### config.mk
export PLATFORM = sky130hd
export DESIGN_NAME = sorted_list_insert_remove_top
export DESIGN_NICKNAME = d
export VERILOG_FILES = /design/src/rtl/core/slist_pkg.sv /design/src/rtl/core/sorted_list_insert_remove_top.sv /design/src/rtl/core/slist_store.sv
export SDC_FILE = /design/constraint.sdc
export NUM_CORES = 1
export LEC_CHECK = 0
export BUFFER_PORTS_ARGS = -buffer_cell sky130_fd_sc_hd__buf_2
export CAP_MARGIN = 20
export CORE_MARGIN = 4
export CORE_UTILIZATION = 40
export CTS_CLUSTER_SIZE = 30
export DETAILED_ROUTE_END_ITERATION = 8
export PLACE_DENSITY = 0.52
export RECOVER_POWER = 25
export SLEW_MARGIN = 20
export SYNTH_ARGS = -nofsm -noshare
export SYNTH_HDL_FRONTEND = slang
export SYNTH_SLANG_ARGS = --single-unit
export TNS_END_PERCENT = 50
### constraint.sdc
create_clock -name clk -period 7.6 [get_ports clk]
set_input_delay 1.14 -clock clk [delete_from_list [all_inputs] [get_ports clk]]
set_output_delay 1.14 -clock clk [all_outputs]
set_load 0.1 [all_outputs]
### src/rtl/core/slist_pkg.sv
// Package for the sorted list block: opcodes, status codes, FSM states
// and the fixed field widths of the stream payloads.
// No dependencies.
`timescale 1ns / 1ps

package slist_pkg;

  localparam int VALUE_W = 32;
  localparam int INDEX_W = 4;
  localparam int COUNT_W = 5;

  typedef enum logic [1:0] {
    OP_INSERT = 2'd0,
    OP_REMOVE = 2'd1,
    OP_DUMP   = 2'd2,
    OP_NOP    = 2'd3
  } op_t;

  typedef enum logic [2:0] {
    ST_INSERTED = 3'd0,
    ST_FULL     = 3'd1,
    ST_REMOVED  = 3'd2,
    ST_EMPTY    = 3'd3,
    ST_NOTFOUND = 3'd4,
    ST_DUMP     = 3'd5
  } status_t;

  typedef enum logic [2:0] {
    S_IDLE,
    S_INS_RD,
    S_INS_EV,
    S_INS_PUT0,
    S_REM_RD,
    S_REM_EV,
    S_DMP_RD,
    S_DMP_EV
  } state_t;

  // result waiting for the output register
  typedef struct packed {
    logic               pend;
    status_t            status;
    logic [VALUE_W-1:0] value;
    logic [INDEX_W-1:0] index;
    logic [COUNT_W-1:0] count;
  } res_t;

endpackage

### src/rtl/core/sorted_list_insert_remove_top.sv
// Sorted list of signed values with insert, remove and dump over streams.
// Depends on slist_pkg and slist_store.
//
//  channel | dir | tdata (low bit up)                        | tuser        | tlast
//  s_*     | in  | operand_value[31:0]                       | opcode[1:0]  | -
//  m_*     | out | entry_value[31:0], entry_index[35:32],    | status[2:0]  | last_of_run
//          |     | count_after[40:36], zero pad [47:41]      |              |
//
// One item at a time; each step of a scan is a read of the store and an
// evaluation of the read data. Insert shifts the entries not smaller than
// the value up from the tail; into an empty list it writes at once. Remove
// scans from the head and stops at the first larger entry if no equal entry
// came before it, else at the end of the list. Dump emits one entry per step.
// Full, empty and no-op items need no scan. Reset clears the entry count;
// store contents need no clearing. A stalled output holds a dump at its
// emit step and a single result in the pending slot; the input is taken
// again once the item's last result sits in the output register.
`timescale 1ns / 1ps

module sorted_list_insert_remove_top #(
  parameter int DEPTH = 16
) (
  input  logic        clk,
  input  logic        rst,
  input  logic        s_tvalid,
  output logic        s_tready,
  input  logic [31:0] s_tdata,   // operand_value[31:0]
  input  logic [1:0]  s_tuser,   // opcode[1:0]
  output logic        m_tvalid,
  input  logic        m_tready,
  output logic [47:0] m_tdata,   // entry_value, entry_index, count_after, pad
  output logic [2:0]  m_tuser,   // status[2:0]
  output logic        m_tlast    // last_of_run
);
  import slist_pkg::*;

  localparam int AW = $clog2(DEPTH);
  localparam int CW = $clog2(DEPTH + 1);

  state_t             state, state_next;
  logic [AW-1:0]      idx, idx_next;
  logic [AW-1:0]      pos, pos_next;
  logic               found, found_next;
  logic [CW-1:0]      cnt, cnt_next;
  logic [VALUE_W-1:0] val, val_next;
  res_t               res, res_next;

  logic               wr_en;
  logic [AW-1:0]      wr_addr;
  logic [VALUE_W-1:0] wr_data;
  logic               rd_en;
  logic [VALUE_W-1:0] rd_data;

  logic               out_free;
  logic               out_load;
  status_t            out_status;
  logic [VALUE_W-1:0] out_value;
  logic [INDEX_W-1:0] out_index;
  logic [COUNT_W-1:0] out_count;
  logic               out_last;

  logic               s_fire;
  logic               idx_is_last;
  logic               rd_less;
  logic               val_less;

  slist_store #(.DEPTH(DEPTH)) u_store (
    .clk     (clk),
    .wr_en   (wr_en),
    .wr_addr (wr_addr),
    .wr_data (wr_data),
    .rd_en   (rd_en),
    .rd_addr (idx),
    .rd_data (rd_data)
  );

  assign out_free    = !m_tvalid || m_tready;
  assign s_tready    = (state == S_IDLE) && !res.pend;
  assign s_fire      = s_tvalid && s_tready;
  assign idx_is_last = (CW'(idx) + CW'(1)) == cnt;
  assign rd_less     = $signed(rd_data) < $signed(val);
  assign val_less    = $signed(val) < $signed(rd_data);

  // next state, store access and result selection
  always_comb begin
    state_next = state;
    idx_next   = idx;
    pos_next   = pos;
    found_next = found;
    cnt_next   = cnt;
    val_next   = val;
    res_next   = res;
    wr_en      = 1'b0;
    wr_addr    = idx;
    wr_data    = rd_data;
    rd_en      = 1'b0;
    out_load   = 1'b0;
    out_status = res.status;
    out_value  = res.value;
    out_index  = res.index;
    out_count  = res.count;
    out_last   = 1'b1;

    // single results leave through the pending slot
    if (res.pend && out_free) begin
      out_load      = 1'b1;
      res_next.pend = 1'b0;
    end

    case (state)
      S_IDLE: begin
        if (s_fire) begin
          val_next   = s_tdata;
          idx_next   = '0;
          found_next = 1'b0;
          case (op_t'(s_tuser))
            OP_INSERT: begin
              if (cnt == CW'(DEPTH)) begin
                res_next = '{1'b1, ST_FULL, s_tdata, '0, COUNT_W'(cnt)};
              end else if (cnt == '0) begin
                wr_en    = 1'b1;
                wr_addr  = '0;
                wr_data  = s_tdata;
                cnt_next = CW'(1);
                res_next = '{1'b1, ST_INSERTED, s_tdata, '0, COUNT_W'(1)};
              end else begin
                idx_next   = AW'(cnt - CW'(1));
                state_next = S_INS_RD;
              end
            end
            OP_REMOVE: begin
              if (cnt == '0) begin
                res_next = '{1'b1, ST_EMPTY, s_tdata, '0, '0};
              end else begin
                state_next = S_REM_RD;
              end
            end
            OP_DUMP: begin
              if (cnt == '0) begin
                res_next = '{1'b1, ST_EMPTY, '0, '0, '0};
              end else begin
                state_next = S_DMP_RD;
              end
            end
            default: ;
          endcase
        end
      end

      S_INS_RD: begin
        rd_en      = 1'b1;
        state_next = S_INS_EV;
      end

      // shift entries not smaller than the value up by one, then place the value
      S_INS_EV: begin
        wr_en   = 1'b1;
        wr_addr = idx + AW'(1);
        if (rd_less) begin
          wr_data    = val;
          cnt_next   = cnt + CW'(1);
          res_next   = '{1'b1, ST_INSERTED, val, INDEX_W'(idx + AW'(1)),
                        COUNT_W'(cnt + CW'(1))};
          state_next = S_IDLE;
        end else if (idx == '0) begin
          state_next = S_INS_PUT0;
        end else begin
          idx_next   = idx - AW'(1);
          state_next = S_INS_RD;
        end
      end

      S_INS_PUT0: begin
        wr_en      = 1'b1;
        wr_addr    = '0;
        wr_data    = val;
        cnt_next   = cnt + CW'(1);
        res_next   = '{1'b1, ST_INSERTED, val, '0, COUNT_W'(cnt + CW'(1))};
        state_next = S_IDLE;
      end

      S_REM_RD: begin
        rd_en      = 1'b1;
        state_next = S_REM_EV;
      end

      // find the first equal entry, then pull later entries down; stop at a larger entry before a match
      S_REM_EV: begin
        if (found) begin
          wr_en   = 1'b1;
          wr_addr = idx - AW'(1);
        end else if (rd_data == val) begin
          found_next = 1'b1;
          pos_next   = idx;
        end
        if (!found && rd_data != val && val_less) begin
          res_next   = '{1'b1, ST_NOTFOUND, val, '0, COUNT_W'(cnt)};
          state_next = S_IDLE;
        end else if (idx_is_last) begin
          if (found_next) begin
            cnt_next = cnt - CW'(1);
            res_next = '{1'b1, ST_REMOVED, val, INDEX_W'(pos_next),
                        COUNT_W'(cnt - CW'(1))};
          end else begin
            res_next = '{1'b1, ST_NOTFOUND, val, '0, COUNT_W'(cnt)};
          end
          state_next = S_IDLE;
        end else begin
          idx_next   = idx + AW'(1);
          state_next = S_REM_RD;
        end
      end

      S_DMP_RD: begin
        rd_en      = 1'b1;
        state_next = S_DMP_EV;
      end

      // emit one entry when the output register frees up
      S_DMP_EV: begin
        if (out_free) begin
          out_load   = 1'b1;
          out_status = ST_DUMP;
          out_value  = rd_data;
          out_index  = INDEX_W'(idx);
          out_count  = COUNT_W'(cnt);
          out_last   = idx_is_last;
          if (idx_is_last) begin
            state_next = S_IDLE;
          end else begin
            idx_next   = idx + AW'(1);
            state_next = S_DMP_RD;
          end
        end
      end

      default: state_next = S_IDLE;
    endcase
  end

  // control registers and the pending result
  always_ff @(posedge clk) begin
    if (rst) begin
      state    <= S_IDLE;
      cnt      <= '0;
      found    <= 1'b0;
      res.pend <= 1'b0;
      m_tvalid <= 1'b0;
    end else begin
      state    <= state_next;
      cnt      <= cnt_next;
      found    <= found_next;
      res      <= res_next;
      if (out_load) begin
        m_tvalid <= 1'b1;
      end else if (m_tready) begin
        m_tvalid <= 1'b0;
      end
    end
  end

  // payload registers
  always_ff @(posedge clk) begin
    idx        <= idx_next;
    pos        <= pos_next;
    val        <= val_next;
    if (out_load) begin
      m_tdata <= {7'd0, out_count, out_index, out_value};
      m_tuser <= out_status;
      m_tlast <= out_last;
    end
  end

  // entry count never passes the list depth
  a_cnt_range: assert property (@(posedge clk) disable iff (rst)
    cnt <= CW'(DEPTH))
    else $error("entry count above depth");

  // a full report carries the depth as count
  a_full_count: assert property (@(posedge clk) disable iff (rst)
    (m_tvalid && m_tuser == ST_FULL) |-> (m_tdata[40:36] == COUNT_W'(DEPTH)))
    else $error("full status with wrong count");

  // a dump in progress keeps the input closed
  a_dump_busy: assert property (@(posedge clk) disable iff (rst)
    (m_tvalid && m_tuser == ST_DUMP && !m_tlast) |-> !s_tready)
    else $error("input open during dump");

  // a pending insert result reports the current entry count
  a_ins_count: assert property (@(posedge clk) disable iff (rst)
    (res.pend && res.status == ST_INSERTED) |-> (res.count == COUNT_W'(cnt)))
    else $error("insert count mismatch");

endmodule

### src/rtl/core/slist_store.sv
// Entry store for the sorted list: one write port, one read port with
// registered read data.
// Depends on slist_pkg for the value width.
`timescale 1ns / 1ps

module slist_store #(
  parameter int DEPTH = 16
) (
  input  logic                                 clk,
  input  logic                                 wr_en,
  input  logic [$clog2(DEPTH)-1:0]             wr_addr,
  input  logic [slist_pkg::VALUE_W-1:0]        wr_data,
  input  logic                                 rd_en,
  input  logic [$clog2(DEPTH)-1:0]             rd_addr,
  output logic [slist_pkg::VALUE_W-1:0]        rd_data
);
  import slist_pkg::*;

  logic [VALUE_W-1:0] mem [DEPTH];

  // write port
  always_ff @(posedge clk) begin
    if (wr_en) begin
      mem[wr_addr] <= wr_data;
    end
  end

  // read port, data held until the next read
  always_ff @(posedge clk) begin
    if (rd_en) begin
      rd_data <= mem[rd_addr];
    end
  end

endmodule
### Word level (Yosys, flattened, before mapping)

Memories as Yosys holds them, arrays and structs flattened. A register that Yosys moved wholly into a read port is not among the register bits.
Index checks and enable logic that the tools add are counted.

| word-level totals | value |
|---|---|
| bits of input ports | 38 |
| bits in writable memories | 512 |
| memories | 1 |
| register bits | 140 |
| word-level logic and storage cells | 168 |
| output and inout port bits | 54 |

Memories:

| memory | depth | bits a word | rd ports | clocked after memory_dff | wr ports | line | text |
|---|---|---|---|---|---|---|---|
| u_store.mem | 16 | 32 | 1 | 1 | 1 | slist_store.sv:19 | `logic [VALUE_W-1:0] mem [DEPTH];` |

| cells by class | value |
|---|---|
| mux-type cells | 85 |
| reduce and logical (&&, ||, !) cells | 26 |
| eq/ne operators | 33 |
| add/sub/neg operators | 5 |
| bitwise logic cells | 1 |
| magnitude comparators | 2 |

Operators with widths:

| cell | count |
|---|---|
| two-way mux 45 bit | 8 |
| two-way mux 32 bit | 7 |
| one-hot mux 45 bit (4 select lines) | 1 |
| one-hot mux 45 bit (3 select lines) | 1 |
| one-hot mux 32 bit (3 select lines) | 1 |
| two-way mux 4 bit | 18 |
| < comparator 32 bit | 2 |
| two-way mux 5 bit | 10 |
| two-way mux 44 bit | 1 |
| two-way mux 3 bit | 11 |
| == test 32 bit | 1 |
| != test 32 bit | 1 |
| one-hot mux 4 bit (4 select lines) | 2 |
| one-hot mux 3 bit (8 select lines) | 1 |
| != test 3 bit, second input constant | 7 |
| one-hot mux 5 bit (4 select lines) | 1 |
| two-way mux 1 bit | 18 |
| != test 2 bit, second input constant | 9 |
| AND reduction 9 bit | 2 |
| == test 3 bit, second input constant | 4 |
| one-hot mux 3 bit (3 select lines) | 1 |
| nonzero test 4 bit | 2 |
| AND reduction 7 bit | 1 |
| == test 3 x 2 -> 1 bit, second input constant | 2 |
| 29 further kinds | 40 |

### Longest topological paths before layout

| depth | value |
|---|---|
| depth in word-level cells | 9 |
| depth in mapped cells | 14 |

### Modules after synthesis

A second synthesis with hierarchy kept.

| unflattened totals | value |
|---|---|
| cell total of the unflattened synthesis | 1552 |
| area, all modules | 28309.7 um2 |

Modules (own cells, without submodules):

| module | area each (um2) | instances | sequential area each (um2) | cells an instance |
|---|---|---|---|---|
| slist_store | 20155.6 | 1 | 16335.7 | 838 |
| sorted_list_insert_remove_top | 8154.1 | 1 | 4093.9 | 714 |

### Least setup slack after synthesis

Ideal clock, no wire load.

| timing path | value |
|---|---|
| path type | reg-to-reg |
| start point | reg idx[0] |
| end point | reg res[0] (netlist name) (enable) |
| period minus slack after synthesis | 6266 ps |
| arrival | 5754 ps |
| cell stages (with the launch flop) | 12 |
| setup slack | 1334 ps |
| path through | edfxtp_1 buf_2 clkbuf_1 buf_2 clkbuf_1 inv_1 ha_1 xnor2_1 nand3_1 a21o_4 o221a_2 a211oi_1 |

| on the way | value |
|---|---|
| word-level cells in the longest chain between the ends | 4 |

RTL lines:

| element | line | text |
|---|---|---|
| from (decl) | sorted_list_insert_remove_top.sv:41 | `logic [AW-1:0] idx, idx_next;` |
| from (signal assigned) | sorted_list_insert_remove_top.sv:264 | `idx <= idx_next;` |
| adder 4 x 1 -> 5 bit | sorted_list_insert_remove_top.sv:80 | `assign idx_is_last = (CW'(idx) + CW'(1)) == cnt;` |
| == test 5 bit | sorted_list_insert_remove_top.sv:80 |  |
| != test 3 bit (no source line) | - |  |
| AND reduction 9 bit (no source line) | - |  |
| to (signal assigned) | sorted_list_insert_remove_top.sv:253 | `res <= res_next;` |
| to (decl) | sorted_list_insert_remove_top.sv:46 | `res_t res, res_next;` |

Every way passes these cells.
A chain may end at the register's enable or synchronous reset.

==> metrics.md <==
| Metric | Value |
|---|---|
| Synth warnings | 0 |
| Layout cells sized above 1 | 0.221 |
| Initial core utilization | 0.404 |
| Area delta synth->final | 13.3% |
| Skew-Pair Late Insertion Delay | 620 ps |
| Worst Skew | between 20 and 25 ps |
| # fillers | a little over 6000 |
| Sequential-to-total area share from yosys stat | 0.706 |
| Fin crit period | 5980 ps |
| RD Place Congestion | 0.868 |
| Top_reg_cell synth | edfxtp_1 |
| Worst path required time | 8070 ps |
| CTS Buf Count | 75 |
| Syn Inst Count | 1575 |
| Final worst-path cycle share | 0.787 |
| Hold-critical path depth | 1 |
| Synth cell types | 87 |
| Post-route ant nets | 0 |
| CTS Root Cell | clkbuf_16 |
| Asr flop ratio synth | 0 |
| Post-cts resize count | 0 |
| Hpwl dp | 47.6 mm |
| Die height | 277 µm |
| Cell Rows | 98 |
| Max transition margin | -0.897 |
| Largest net degree at the start of global routing | 125 |
| Commonest non-fill, non-tap cell in the layout | edfxtp_1 |
| Hold Path Class | flop to flop |
| Antenna violations before repair | 4 |
| MaxCap Viol Count | 6 |
| Utilization after layout | 0.458 |
| Die Wd | 277 µm |
| H-tree depth | 3 |
| Crit path DAT | 6450 ps |
| Tightest Pin Transition | 2820 ps |
| Seq. cell area | 0.0204 mm² |
| Via/cell ratio | 5.78 |
| Fin area | 0.0328 mm² |
| Yosys reg bits | 684 |
| Status | finished, violations left |
| Final net count | 1766 |
| GRT Overall Usage | 0.199 |
| Crit Path Category | flop to flop |
| First-pass GRT wire length | around 110 mm |
| Multi-input logic area | 0.00797 mm² |
| CP max FO | 36 |
| Commonest cells after routing, fill and taps aside | edfxtp_1, mux4_2, nand2_1 |
| Final hold vios | 0 |
| CP Capture Type | flop |
| Clk sinks | 684 |
| Final setup viols | 0 |
| R2R depth | 7 |
| Vias in the first global route | 15600 |
| Failing checks | capacitance limit, slew limit |
| Setup TNS | 0 ps |
| Netlist Area Pre-Place | 0.0289 mm² |
| Max Fclk | 167 MHz |
| Final Max Tran Viols | 155 |
| Hold Buf Count CTS | 0 |
| Top cells by area, synth | edfxtp_1, mux4_2, ha_1 |
| Startpoint Class | flop |
| Avg Cell Area, Syn | ~18 µm² |
| CTS clock-pin slew for the worst setup and hold paths | roughly 60 ps |
| RSZ-0062 raised after global routing | false |
| Global route total overflow | 0 |
| Post-Route WL | 77.4 mm |
| CTS tree | built |
| # IOs | 92 |
| EDFF count, synth | between 600 and 700 |
| WL per Instance | 28.7 µm |
| Dpl cell area | 0.0305 mm² |
| R2R Setup Slk | 1620 ps |
| DRC viols | 0 |
| Max IR drop VDD | about 210 µV |
| Vias | between 15000 and 20000 |
| Yosys top cell by area | edfxtp_1 |
| Share of the synthesized area in the top cell type | 0.699 |
| Leakage power | 10.7 nW |
| Placeable Area | 0.0716 mm² |
| DIE AREA | 0.0767 mm² |
| TritonRoute pass-1 iters | 7 |
| 1st-iter DRT viols | 1700 |
| Pwr/cell area | between 400 and 500 mW/mm² |
| Port Buf Inserts | 84 |
| Setup Fix Bufs, Post-CTS | 0 |
| Clock Tree Buf Depth | 3 |
worst max-delay path, stage by stage (launching register included):
cell	delay, ps
dfxtp_1	480
or3_1	900
or2_0	470
clkinv_2	620
nand2_1	290
nor4_1	2230
buf_4	600
a22o_1	230
cell usage after synthesis, types with 4 or more instances:
cell type and number:
mux2i_1 13, buf_1 14, edfxtp_1 673, nand3_1 20, o21bai_1 14, a221o_1 4
clkbuf_1 35, nor2b_1 6, a22o_1 33, a31oi_1 5, ha_1 44, mux2_2 45
inv_1 47, nor3_1 10, xnor2_1 8, o21ai_0 28, buf_2 21, nor2_1 54
a211oi_2 4, o2bb2ai_1 16, a22oi_1 21, buf_6 8, o22ai_1 8, nand4_1 5
buf_4 15, nand2_1 109, nor4_1 4, a21oi_1 43, a21o_1 7, mux4_2 160
nand2b_1 6, dfxtp_1 11, o211ai_1 4, o31ai_1 5
cells by family after synthesis:
family,share of synthesized area
mux,0.147
buf+inv,0.0241
other cells,0.000130
simple gates,0.0415
compound gates,0.0593
fa+ha+maj,0.0190
flops,0.706
xor+xnor,0.00303
flip-flops by register name, summed over array words and instances (netlist names):
signal           count
u_store.mem        512
res                 45
m_tdata             41
u_store.rd_data     32
val                 32
cnt                  5
idx                  4
pos                  4
m_tuser              3
state                3
found                1
m_tlast              1
m_tvalid             1
final cells by class:
| class | count | share of cell area |
|---|---|---|
| multi-input combinational | 753 | 0.243 |
| antenna | 3 | 0.000229 |
| clock buffer | 91 | 0.0603 |
| clock inverter | 45 | 0.0111 |
| tap | 950 | 0.0363 |
| timing repair buffer | 120 | 0.0200 |
| inverter | 50 | 0.00584 |
| sequential | 684 | 0.623 |
power by group:
part	internal (mW)	switching, mW
combinational	1.68	3.79
clock	2.00	1.47
sequential	5.85	0.392
total	9.52	5.65
final timing paths:
path / start / endpoint
worst min register to register: res[41] / m_tuser[0]
worst min-delay path: res[41] / m_tuser[0]
worst max register to register: state[0] / res[26]
worst max-delay path: state[0] / res[26]
metrics by stage:
step	cells	setup slack, ps	hold WS [ps]	power, mW
after floorplan	1581	1330	482	9.84
after global placement	2554	2220	491	11.7
after detailed placement	2554	1950	492	11.8
after CTS	2690	1920	505	15.3
after global routing	2693	1330	526	15.9
final	2696	1620	504	15.2
metal layers:
layer,routed length (µm),GRT usage,vias up,share of wire
met4,1560,0.0483,0,0.020
met1,35600,0.298,8235,0.46
met5,0,0,-,0
met3,5640,0.0495,111,0.073
met2,34500,0.295,612,0.45
li1,-,-,6634,-
Power figures use the tool's default switching activity.
